--- config.mk ---
export PLATFORM = sky130hd
export DESIGN_NAME = adjacency_matrix_dfs_order_unit
export DESIGN_NICKNAME = d
export VERILOG_FILES = /design/src/design/amdfs_pkg.sv /design/src/design/amdfs_ram.sv /design/src/design/amdfs_ctrl.sv /design/src/design/adjacency_matrix_dfs_order_unit.sv
export SDC_FILE = /design/constraint.sdc
export NUM_CORES = 1
export LEC_CHECK = 0
export BUFFER_PORTS_ARGS = -buffer_cell sky130_fd_sc_hd__buf_2
export CORE_ASPECT_RATIO = 1.4
export CORE_MARGIN = 10
export CORE_UTILIZATION = 40
export DETAILED_ROUTE_END_ITERATION = 10
export MAX_ROUTING_LAYER = met4
export PLACE_DENSITY = 0.54
export SLEW_MARGIN = 15
export SYNTH_ARGS = -nofsm -noshare
export SYNTH_HDL_FRONTEND = slang
export SYNTH_HIERARCHICAL = 1
export SYNTH_SLANG_ARGS = --single-unit
--- constraint.sdc ---
create_clock -name clk -period 4.9 [get_ports clk]
set_input_delay 0.49 -clock clk [delete_from_list [all_inputs] [get_ports clk]]
set_output_delay 0.49 -clock clk [all_outputs]
set_load 0.01 [all_outputs]
--- src/design/amdfs_pkg.sv ---
// Shared types and constants for the adjacency-matrix depth-first order unit.
package amdfs_pkg;

  localparam int VERTS   = 16;
  localparam int VIDX_W  = $clog2(VERTS);
  localparam int DEPTH_W = $clog2(VERTS) + 1;
  localparam int ROW_W   = 16;
  localparam int CNT_W   = 5;

  localparam logic OP_ROW_WRITE = 1'b0;
  localparam logic OP_START     = 1'b1;

  typedef enum logic [1:0] {
    ST_IDLE,
    ST_READ,
    ST_SCAN,
    ST_POP
  } state_t;

  typedef struct packed {
    logic              operation;
    logic [VIDX_W-1:0] row_index;
    logic [ROW_W-1:0]  row_bits;
    logic [VIDX_W-1:0] start_vertex;
  } in_item_t;

  typedef struct packed {
    logic [VIDX_W-1:0] visited_vertex;
    logic              last_visit;
  } out_item_t;

  typedef struct packed {
    logic              we;
    logic [VIDX_W-1:0] waddr;
    logic [ROW_W-1:0]  wdata;
    logic              re;
    logic [VIDX_W-1:0] raddr;
  } row_port_t;

  typedef struct packed {
    logic              we;
    logic [VIDX_W-1:0] waddr;
    logic [VIDX_W-1:0] wdata;
    logic              re;
    logic [VIDX_W-1:0] raddr;
  } stack_port_t;

endpackage

--- src/design/amdfs_ram.sv ---
// Generic simple dual-port RAM with a registered read port.
module amdfs_ram #(
  parameter int WIDTH = 16,
  parameter int DEPTH = 16
) (
  input  logic                     clk,
  input  logic                     we,
  input  logic [$clog2(DEPTH)-1:0] waddr,
  input  logic [WIDTH-1:0]         wdata,
  input  logic                     re,
  input  logic [$clog2(DEPTH)-1:0] raddr,
  output logic [WIDTH-1:0]         rdata
);

  logic [WIDTH-1:0] mem [DEPTH];

  always_ff @(posedge clk) begin
    if (we) begin
      mem[waddr] <= wdata;
    end
  end

  always_ff @(posedge clk) begin
    if (re) begin
      rdata <= mem[raddr];
    end
  end

endmodule

--- src/design/amdfs_ctrl.sv ---
// Traversal sequencer: visited mask, stack pointer, pending vertex and result register.
module amdfs_ctrl (
  input  logic                         clk,
  input  logic                         rst,
  input  logic                         in_valid,
  output logic                         in_ready,
  input  amdfs_pkg::in_item_t          in_data,
  output logic                         out_valid,
  input  logic                         out_ready,
  output amdfs_pkg::out_item_t         out_data,
  input  logic [amdfs_pkg::CNT_W-1:0]  vertex_count,
  output amdfs_pkg::row_port_t         row_port,
  input  logic [amdfs_pkg::ROW_W-1:0]  row_rdata,
  output amdfs_pkg::stack_port_t       stack_port,
  input  logic [amdfs_pkg::VIDX_W-1:0] stack_rdata
);

  amdfs_pkg::state_t state, state_next;

  logic [amdfs_pkg::VERTS-1:0]   visited;
  logic [amdfs_pkg::DEPTH_W-1:0] depth;
  logic [amdfs_pkg::VIDX_W-1:0]  top;
  logic [amdfs_pkg::VIDX_W-1:0]  pending;

  logic [amdfs_pkg::VERTS-1:0]   lim_mask;
  logic [amdfs_pkg::VERTS-1:0]   cand;
  logic [amdfs_pkg::VIDX_W-1:0]  nxt;
  logic                          found;
  logic                          slot_free;
  logic                          accept;
  logic                          start_ok;
  logic                          push;
  logic                          pop;
  logic                          finish;
  logic                          at_bottom;

  always_comb begin
    for (int i = 0; i < amdfs_pkg::VERTS; i++) begin
      lim_mask[i] = ({1'b0, vertex_count} > (amdfs_pkg::CNT_W + 1)'(i));
    end
  end

  assign cand = row_rdata[amdfs_pkg::VERTS-1:0] & ~visited & lim_mask;

  always_comb begin
    nxt = '0;
    for (int i = amdfs_pkg::VERTS - 1; i >= 0; i--) begin
      if (cand[i]) begin
        nxt = amdfs_pkg::VIDX_W'(i);
      end
    end
  end

  assign found     = (|cand) && (depth != amdfs_pkg::DEPTH_W'(amdfs_pkg::VERTS));
  assign slot_free = !out_valid || out_ready;
  assign at_bottom = (depth == amdfs_pkg::DEPTH_W'(1));
  assign accept    = in_valid && (state == amdfs_pkg::ST_IDLE);
  assign start_ok  = accept && (in_data.operation == amdfs_pkg::OP_START);
  assign push      = (state == amdfs_pkg::ST_SCAN) && found && slot_free;
  assign finish    = (state == amdfs_pkg::ST_SCAN) && !found && at_bottom && slot_free;
  assign pop       = (state == amdfs_pkg::ST_SCAN) && !found && !at_bottom;

  always_comb begin
    state_next = state;
    unique case (state)
      amdfs_pkg::ST_IDLE: begin
        if (start_ok) state_next = amdfs_pkg::ST_READ;
      end
      amdfs_pkg::ST_READ: begin
        state_next = amdfs_pkg::ST_SCAN;
      end
      amdfs_pkg::ST_SCAN: begin
        if (push) state_next = amdfs_pkg::ST_READ;
        else if (pop) state_next = amdfs_pkg::ST_POP;
        else if (finish) state_next = amdfs_pkg::ST_IDLE;
      end
      amdfs_pkg::ST_POP: begin
        state_next = amdfs_pkg::ST_SCAN;
      end
      default: state_next = amdfs_pkg::ST_IDLE;
    endcase
  end

  always_comb begin
    in_ready = (state == amdfs_pkg::ST_IDLE);

    row_port.we    = accept && (in_data.operation == amdfs_pkg::OP_ROW_WRITE);
    row_port.waddr = in_data.row_index;
    row_port.wdata = in_data.row_bits;
    row_port.re    = (state == amdfs_pkg::ST_READ) || (state == amdfs_pkg::ST_POP);
    row_port.raddr = (state == amdfs_pkg::ST_POP) ? stack_rdata : top;

    stack_port.we    = start_ok || push;
    stack_port.waddr = start_ok ? '0 : depth[amdfs_pkg::VIDX_W-1:0];
    stack_port.wdata = start_ok ? in_data.start_vertex : nxt;
    stack_port.re    = pop;
    stack_port.raddr = 
      amdfs_pkg::VIDX_W'(depth - amdfs_pkg::DEPTH_W'(2));
  end

  always_ff @(posedge clk) begin
    if (rst) begin
      state     <= amdfs_pkg::ST_IDLE;
      visited   <= '0;
      depth     <= '0;
      out_valid <= 1'b0;
    end else begin
      state <= state_next;
      if (start_ok) begin
        visited <= amdfs_pkg::VERTS'(1) << in_data.start_vertex;
        depth   <= amdfs_pkg::DEPTH_W'(1);
      end else if (push) begin
        visited <= visited | (amdfs_pkg::VERTS'(1) << nxt);
        depth   <= depth + amdfs_pkg::DEPTH_W'(1);
      end else if (pop || finish) begin
        depth   <= depth - amdfs_pkg::DEPTH_W'(1);
      end
      if (push || finish) begin
        out_valid <= 1'b1;
      end else if (out_ready) begin
        out_valid <= 1'b0;
      end
    end
  end

  always_ff @(posedge clk) begin
    if (start_ok) begin
      top     <= in_data.start_vertex;
      pending <= in_data.start_vertex;
    end else if (push) begin
      top     <= nxt;
      pending <= nxt;
    end
    if (push) begin
      out_data.visited_vertex <= pending;
      out_data.last_visit     <= 1'b0;
    end else if (finish) begin
      out_data.visited_vertex <= pending;
      out_data.last_visit     <= 1'b1;
    end
  end

endmodule

--- src/design/adjacency_matrix_dfs_order_unit.sv ---
// Top level: vertex count register, adjacency RAM, vertex stack RAM and sequencer.
//
// A row-write item goes straight into the adjacency RAM. A start item resets the
// visited mask to the start vertex and walks the graph depth first; each visited
// vertex leaves as one transfer, the last one flagged. Entering a vertex is an
// adjacency RAM read, then a scan of its row; coming back to it after each child
// is a vertex stack RAM read, then an adjacency RAM read. The walk stalls while a
// result is held.
// A new item is taken only after the last result of a traversal is registered.
// No clearing pass after reset; rows read before being written give unknown data.
module adjacency_matrix_dfs_order_unit (
  input  logic                        clk,
  input  logic                        rst,
  input  logic                        in_valid,
  output logic                        in_ready,
  input  amdfs_pkg::in_item_t         in_data,
  output logic                        out_valid,
  input  logic                        out_ready,
  output amdfs_pkg::out_item_t        out_data,
  input  logic                        cfg_we,
  input  logic [amdfs_pkg::CNT_W-1:0] cfg_data
);

  logic [amdfs_pkg::CNT_W-1:0]  vertex_count;
  amdfs_pkg::row_port_t         row_port;
  amdfs_pkg::stack_port_t       stack_port;
  logic [amdfs_pkg::ROW_W-1:0]  row_rdata;
  logic [amdfs_pkg::VIDX_W-1:0] stack_rdata;

  always_ff @(posedge clk) begin
    if (rst) begin
      vertex_count <= amdfs_pkg::CNT_W'(amdfs_pkg::VERTS);
    end else if (cfg_we) begin
      vertex_count <= cfg_data;
    end
  end

  amdfs_ram #(
    .WIDTH(amdfs_pkg::ROW_W),
    .DEPTH(amdfs_pkg::VERTS)
  ) u_row_ram (
    .clk  (clk),
    .we   (row_port.we),
    .waddr(row_port.waddr),
    .wdata(row_port.wdata),
    .re   (row_port.re),
    .raddr(row_port.raddr),
    .rdata(row_rdata)
  );

  amdfs_ram #(
    .WIDTH(amdfs_pkg::VIDX_W),
    .DEPTH(amdfs_pkg::VERTS)
  ) u_stack_ram (
    .clk  (clk),
    .we   (stack_port.we),
    .waddr(stack_port.waddr),
    .wdata(stack_port.wdata),
    .re   (stack_port.re),
    .raddr(stack_port.raddr),
    .rdata(stack_rdata)
  );

  amdfs_ctrl u_ctrl (
    .clk         (clk),
    .rst         (rst),
    .in_valid    (in_valid),
    .in_ready    (in_ready),
    .in_data     (in_data),
    .out_valid   (out_valid),
    .out_ready   (out_ready),
    .out_data    (out_data),
    .vertex_count(vertex_count),
    .row_port    (row_port),
    .row_rdata   (row_rdata),
    .stack_port  (stack_port),
    .stack_rdata (stack_rdata)
  );

endmodule

==> results of run 1 <==
[synthesized netlist by cell type, drive strengths merged, types with 3 or more instances]
cell | instances | area, sq um
edfxtp | 348 | 10500
mux4 | 80 | 1890
nor2 | 69 | 269
nand2 | 45 | 169
buf | 43 | 348
a22oi | 36 | 270
dfxtp | 30 | 601
clkbuf | 21 | 149
nor3 | 21 | 105
a21oi | 19 | 95.1
nand3 | 19 | 100
o21ai | 18 | 90.1
nand2b | 13 | 81.3
nor2b | 12 | 77.6
inv | 11 | 41.3
a211oi | 10 | 80.1
and2 | 8 | 51.3
nand3b | 8 | 60.1
and3 | 7 | 48.8
ha | 6 | 75.1
mux2i | 6 | 60.1
a221oi | 5 | 43.8
and2b | 4 | 35.0
and4b | 4 | 41.3
mux2 | 4 | 45.0
o21a | 4 | 30.0
o311a | 4 | 40.0
or3 | 4 | 28.8
a21o | 3 | 23.8
a311oi | 3 | 26.3
a31oi | 3 | 18.8
or2 | 3 | 18.8
or3b | 3 | 28.8
[cell families after synthesis]
logic type               count (synthesis)  share of synthesized area (%)
adder cells (fa/ha/maj)                  6                          0.473
flip-flops                             378                           69.7
buffers and inverters                   75                           3.39
multiplexers                            90                           12.6
XOR/XNOR                                 3                          0.166
AO/OA/AOI/OAI                          132                           6.19
AND/OR/NAND/NOR                        228                           7.49
[flip-flops by register name, indices dropped and copies added (netlist names)]
| name | flops |
|---|---|
| u_ctrl/depth | 5 |
| u_ctrl/out_data | 5 |
| u_ctrl/out_valid | 1 |
| u_ctrl/pending | 4 |
| u_ctrl/state | 2 |
| u_ctrl/visited | 16 |
| u_row_ram/mem | 256 |
| u_row_ram/rdata | 16 |
| u_stack_ram/mem | 64 |
| u_stack_ram/rdata | 4 |
| vertex_count | 5 |
[worst max-delay path by stage]
| stage | from | slack (ps) | cells past startpoint | to |
|---|---|---|---|---|
| floorplan | u_ctrl/visited[4]$_SDFFE_PP0P_ | 1730 | 10 | u_stack_ram/mem[0][0]$_DFFE_PP_ |
| global placement | vertex_count[4]$_SDFFE_PP1P_ | 1190 | 9 | u_stack_ram/mem[0][0]$_DFFE_PP_ |
| detailed placement | vertex_count[4]$_SDFFE_PP1P_ | 1140 | 9 | u_stack_ram/mem[0][1]$_DFFE_PP_ |
| CTS | vertex_count[4]$_SDFFE_PP1P_ | 1100 | 9 | u_stack_ram/mem[0][1]$_DFFE_PP_ |
| global route | vertex_count[4]$_SDFFE_PP1P_ | 690 | 9 | u_stack_ram/mem[0][3]$_DFFE_PP_ |
| finish | vertex_count[4]$_SDFFE_PP1P_ | 1060 | 9 | u_stack_ram/mem[0][2]$_DFFE_PP_ |
[final cells by class]
cell class | instances | area share (%)
Tap cell | 528 | 3.71
Inverter | 11 | 0.232
Antenna cell | 2 | 0.0281
Clock buffer | 49 | 6.04
Multi-Input combinational cell | 459 | 24.4
Sequential cell | 378 | 62.1
Clock inverter | 22 | 0.998
Timing Repair Buffer | 71 | 2.56
[per-layer routing]
| layer | up-vias | global-route usage, % | wire length [um] |
|---|---|---|---|
| met4 | 0 | 4.32 | 761 |
| met1 | 4294 | 17.6 | 14300 |
| met3 | 58 | 2.37 | 1410 |
| met5 | - | - | 0 |
| li1 | 3772 | - | - |
| met2 | 212 | 25.7 | 18700 |
[where the power goes]
group	total (mW)	internal (mW)	switching, mW	leakage [nW]
sequential	3.66	3.62	0.0448	3.40
combinational	0.760	0.313	0.448	1.81
clock	2.88	1.71	1.17	0.621
[per-stage QoR]
step                instances  hold WS (ps)
finish                   1520           182
global route             1520           177
CTS                      1518           166
detailed placement       1447           481
global placement         1447           491
floorplan                 912           453
==> impl_metrics.yaml, run 1 <==
setup_path:
  endpoint_kind: "register"
  reg2regPathDepth: 9
  worstPathArrival_ps: 4010
  critical-path-slowest-cell: "dfxtp_1"
  worstSetupPathType: "reg -> reg"
  crit_path_max_fanout: 20
  r2r-start: "vertex_count[4]$_SDFFE_PP1P_"
  critPathBufInv: 1
  worstSetupStartpointType: "register"
  path_delay_family: "simple AND/OR/NAND/NOR gates"
  crit_required_ps: 5060
  cpMostUsedCell: "nor3_1"
  path_cells: "nor3_1 > o32ai_1 > a211o_1 > nor2_2 > a21oi_1 > nor2_1 > inv_1 > or3b_2 > nor3_1"
  rr_endpoint: "u_stack_ram/mem[0][2]$_DFFE_PP_"
  rrSetupSlack_ps: 1060
  cp_slowest_stage_delay_ps: 690
clock_tree:
  htreeDepth: 2
  path_clk_slew_ps: 60
  tritoncts: "yes"
  cts_buffers: 39
  cts_setup_buffers: 0
  hold_buffers: 0
  cts-root-buf: "clkbuf_16"
  cts.sinks: 378
  cts.path.max_buffers: 3
  insertion_delay_ps: 530
  cts-resized-gates: 0
yosys:
  ys.flop_type: "edfxtp_1"
  yosysWarnings: 6
  synth_fp_nets: 953
  synth_area_sq_um: 15900
  synth_edf_count: 348
  async_flop_share_pct: 0
  syn_area_per_cell_sq_um: 17.4
  synth_cells: 912
  ys_ff_latch: 378
  synth.distinct_cells: 81
  ys_seq_area_share_pct: 69.7
sta:
  period_share_pct: 78.4
  fin_tns_setup_ps: 0
  max_slew_margin_pct: 36.8
  rsz0062_at_grt: "no"
  hold_viol: 0
  fmax_ghz: 0.260
  worst_slack_ps: 1060
  fin_skew_ps: 10.9
  slew_viol_final: 0
  fin_crit_ps: 3840
  setup_violations: 0
  worstMarginPinSlew_ps: 948
power_and_ir_drop:
  irDropWorstVdd_mv: 0.224
  powerDensity_nw_per_um2: 410
  finalPower_mw: 7.30
  p_leak_nw: 5.82
worst_hold_path:
  hp-class: "in -> reg"
  hold_path_end: "vertex_count[4]$_SDFFE_PP1P_"
  holdCritStartpoint: "cfg_data[4]"
  hold_depth: 2
global_route:
  grt_max_degree: 33
  grt_pass1_vias: 8539
  grt_use_total_pct: 14.9
  gr-total-overflow: 0
  grt_pass1_wl_um: 53300
  antenna_found_initial: 3
placement:
  placed_area_sq_um: 16500
  pre_cts_slack_ps: 1140
  post-dp-hpwl_um: 22000
  port_buffers: 41
  gp_congestion: 0.857
layout:
  final_area_sq_um: 17800
  final_layout_size_suffix_gt1_share_pct: 24.0
  utilization_pct: 45.3
  nets: 1001
  multiInputGateArea_sq_um: 4340
  final_common_cell: "edfxtp_1"
  synthToLayoutAreaGrowth_pct: 12.3
  ff_latch_area_sq_um: 11100
  mostFrequentLayoutCells: "edfxtp_1, mux4_2, nor2_1"
  n_fill_cell: 3408
floorplan:
  dieArea_sq_um: 48100
  die_h_um: 256
  fp-row-count: 86
  start_util_pct: 40.4
  ioPinCount: 42
  dieWidth_um: 188
  core_area_sq_um: 39300
drt:
  drc: 0
  routed_via_density: 5.48
  ant_nets: 0
  first_iter_violations: 607
  wl_per_cell_um: 23.1
  via_count: 8336
  wirelength_um: 35100
  first_pass_iters: 5
job:
  cap_violations: 0
outcome:
  status: "finished clean"
(Power assumes the default switching activity.)
==> run 2, diff against run 1 <==
Clock period 4.9 ns to 3.95 ns, I/O delays scaled along.
==> run 2 against run 1 <==
Sequential share of layout area increased by 0.070 points. Critical path depth grew 1. Register-to-register slack worse by 590 ps. Critical path type unchanged.
==> impl_metrics.yaml, run 2 (synthesis gave the netlist of run 1 again) <==
outcome:
  status: "finished clean"
global_route:
  antenna_found_initial: 2
  gr-total-overflow: 0
  grt_use_total_pct: 15.0
  grt_pass1_vias: 8517
  grt_max_degree: 33
  grt_pass1_wl_um: 53700
drt:
  drc: 0
  wirelength_um: 35100
  first_iter_violations: 638
  wl_per_cell_um: 23.0
  first_pass_iters: 5
  via_count: 8295
  ant_nets: 0
  routed_via_density: 5.44
power_and_ir_drop:
  power_switching_mw: 2.08
  p_leak_nw: 5.82
  clockPowerShare_pct: 38.2
  p_int_mw: 6.84
  powerDensity_nw_per_um2: 501
  irDropWorstVdd_mv: 0.372
  p_comb_share_pct: 10.9
  p_sw_share_pct: 23.3
  seq_power_share_pct: 50.9
sta:
  fin_skew_ps: 17.3
  rsz0062_at_grt: "no"
  setup_violations: 0
  worstMarginPinSlew_ps: 1030
  max_slew_margin_pct: 31.6
  fin_tns_setup_ps: 0
  slew_viol_final: 0
  period_share_pct: 88.1
  fmax_ghz: 0.287
  hold_viol: 0
  fin_crit_ps: 3480
setup_path:
  crit_start: "vertex_count[4]$_SDFFE_PP1P_"
  reg2regPathDepth: 10
  endpoint_kind: "register"
  rr_endpoint: "u_stack_ram/mem[12][1]$_DFFE_PP_"
  rrSetupSlack_ps: 470
  r2r-start: "vertex_count[4]$_SDFFE_PP1P_"
  worstSetupPathType: "reg -> reg"
  crit_path_max_fanout: 22
  worstPathArrival_ps: 3650
  crit_end: "u_stack_ram/mem[12][1]$_DFFE_PP_"
  crit_required_ps: 4120
  worstSetupStartpointType: "register"
job:
  cap_violations: 0
worst_hold_path:
  hp-class: "in -> reg"
placement:
  post-dp-hpwl_um: 23100
  port_buffers: 41
  gp_congestion: 0.819
layout:
  multiInputGateArea_sq_um: 4330
  n_fill_cell: 3405
  utilization_pct: 45.3
  largest_reg_flops: 256
  final_layout_size_suffix_gt1_share_pct: 24.3
  largest-register: "u_row_ram/mem"
  final_common_cell: "edfxtp_1"
  mostFrequentLayoutCells: "edfxtp_1, mux4_2, nor2_1"
  ff_latch_area_sq_um: 11100
  reg_top3: "u_row_ram/mem x256, u_stack_ram/mem x64"
  nets: 1009
  synthToLayoutAreaGrowth_pct: 12.2
clock_tree:
  tritoncts: "yes"
  cts.sinks: 378
  htreeDepth: 2
  cts_setup_buffers: 0
  insertion_delay_ps: 530
  cts-resized-gates: 0
  cts-root-buf: "clkbuf_16"
  path_clk_slew_ps: 50
  cts_buffers: 39
  hold_buffers: 0
  cts.path.max_buffers: 3
floorplan:
  ioPinCount: 42
  dieWidth_um: 188
  fp-row-count: 86
  core_area_sq_um: 39300
  dieArea_sq_um: 48100
  die_h_um: 256
  start_util_pct: 40.4
## run 2: changes by cell type in the layout (fill, tap and decap cells not counted), sizes merged
| cell | delta |
|---|---|
| buf | +8 |
| clkinv | -4 |
| inv | +3 |
| bufinv | -1 |
| clkbuf | -1 |
| clkinvlp | +1 |
| diode | -1 |
## run 2: stage by stage
step / setup WS (ps) / cells / total power [mW] / hold slack, ps / cell area, sq um
2_1_floorplan: 779 / 912 / 5.31 / 453 / 15900
3_3_place_gp: 517 / 1455 / 5.61 / 468 / 16600
3_5_place_dp: 515 / 1455 / 5.61 / 469 / 16600
4_1_cts: 498 / 1524 / 9.03 / 78.2 / 17800
5_1_grt: 166 / 1525 / 9.29 / 85.7 / 17800
6_report: 470 / 1525 / 8.92 / 99.0 / 17800
## run 2: power groups by stage
stage / Combinational (mW) / Clock [mW] / Sequential [mW]
floorplan: 0.712 / 0 / 4.60
global placement: 0.988 / 0 / 4.62
detailed placement: 0.987 / 0 / 4.62
CTS: 0.989 / 3.51 / 4.53
global route: 1.06 / 3.69 / 4.54
finish: 0.973 / 3.41 / 4.54
## run 2: final cells by class
| type | count | area share, % |
|---|---|---|
| Antenna cell | 1 | 0.0141 |
| Clock buffer | 48 | 5.68 |
| Clock inverter | 21 | 0.914 |
| Inverter | 11 | 0.232 |
| Multi-Input combinational cell | 459 | 24.4 |
| Sequential cell | 378 | 62.1 |
| Tap cell | 528 | 3.71 |
| Timing Repair Buffer | 79 | 2.97 |
## run 2: critical path, cell delays in order (launching register included)
cell and delay (ps):
dfxtp_1 690, nor3_1 160, o32ai_1 480, a211o_1 260, nor2_2 80, a21oi_1 180
nor2_1 100, inv_1 150, buf_4 310, nand3_1 200, nor3_1 480
## run 2: worst min path at each step
stage                                          from                              end  slack, ps  depth (start not counted)
finish                                  cfg_data[4]     vertex_count[4]$_SDFFE_PP1P_        100                          2
global route                            cfg_data[4]     vertex_count[4]$_SDFFE_PP1P_         90                          2
CTS                                     cfg_data[4]     vertex_count[4]$_SDFFE_PP1P_         80                          2
detailed placement  u_ctrl/out_data[0]$_SDFFE_PP0P_  u_ctrl/out_data[0]$_SDFFE_PP0P_        470                          2
global placement    u_ctrl/out_data[0]$_SDFFE_PP0P_  u_ctrl/out_data[0]$_SDFFE_PP0P_        470                          2
floorplan            u_ctrl/visited[9]$_SDFFE_PP0P_   u_ctrl/visited[9]$_SDFFE_PP0P_        450                          1
## run 2: routing by layer
metal | global-route usage [%] | vias up | routed length, um
met3 | 2.30 | 45 | 1370
li1 | - | 3779 | -
met2 | 25.8 | 178 | 18700
met1 | 18.0 | 4293 | 14400
met5 | - | - | 0
met4 | 4.14 | 0 | 689
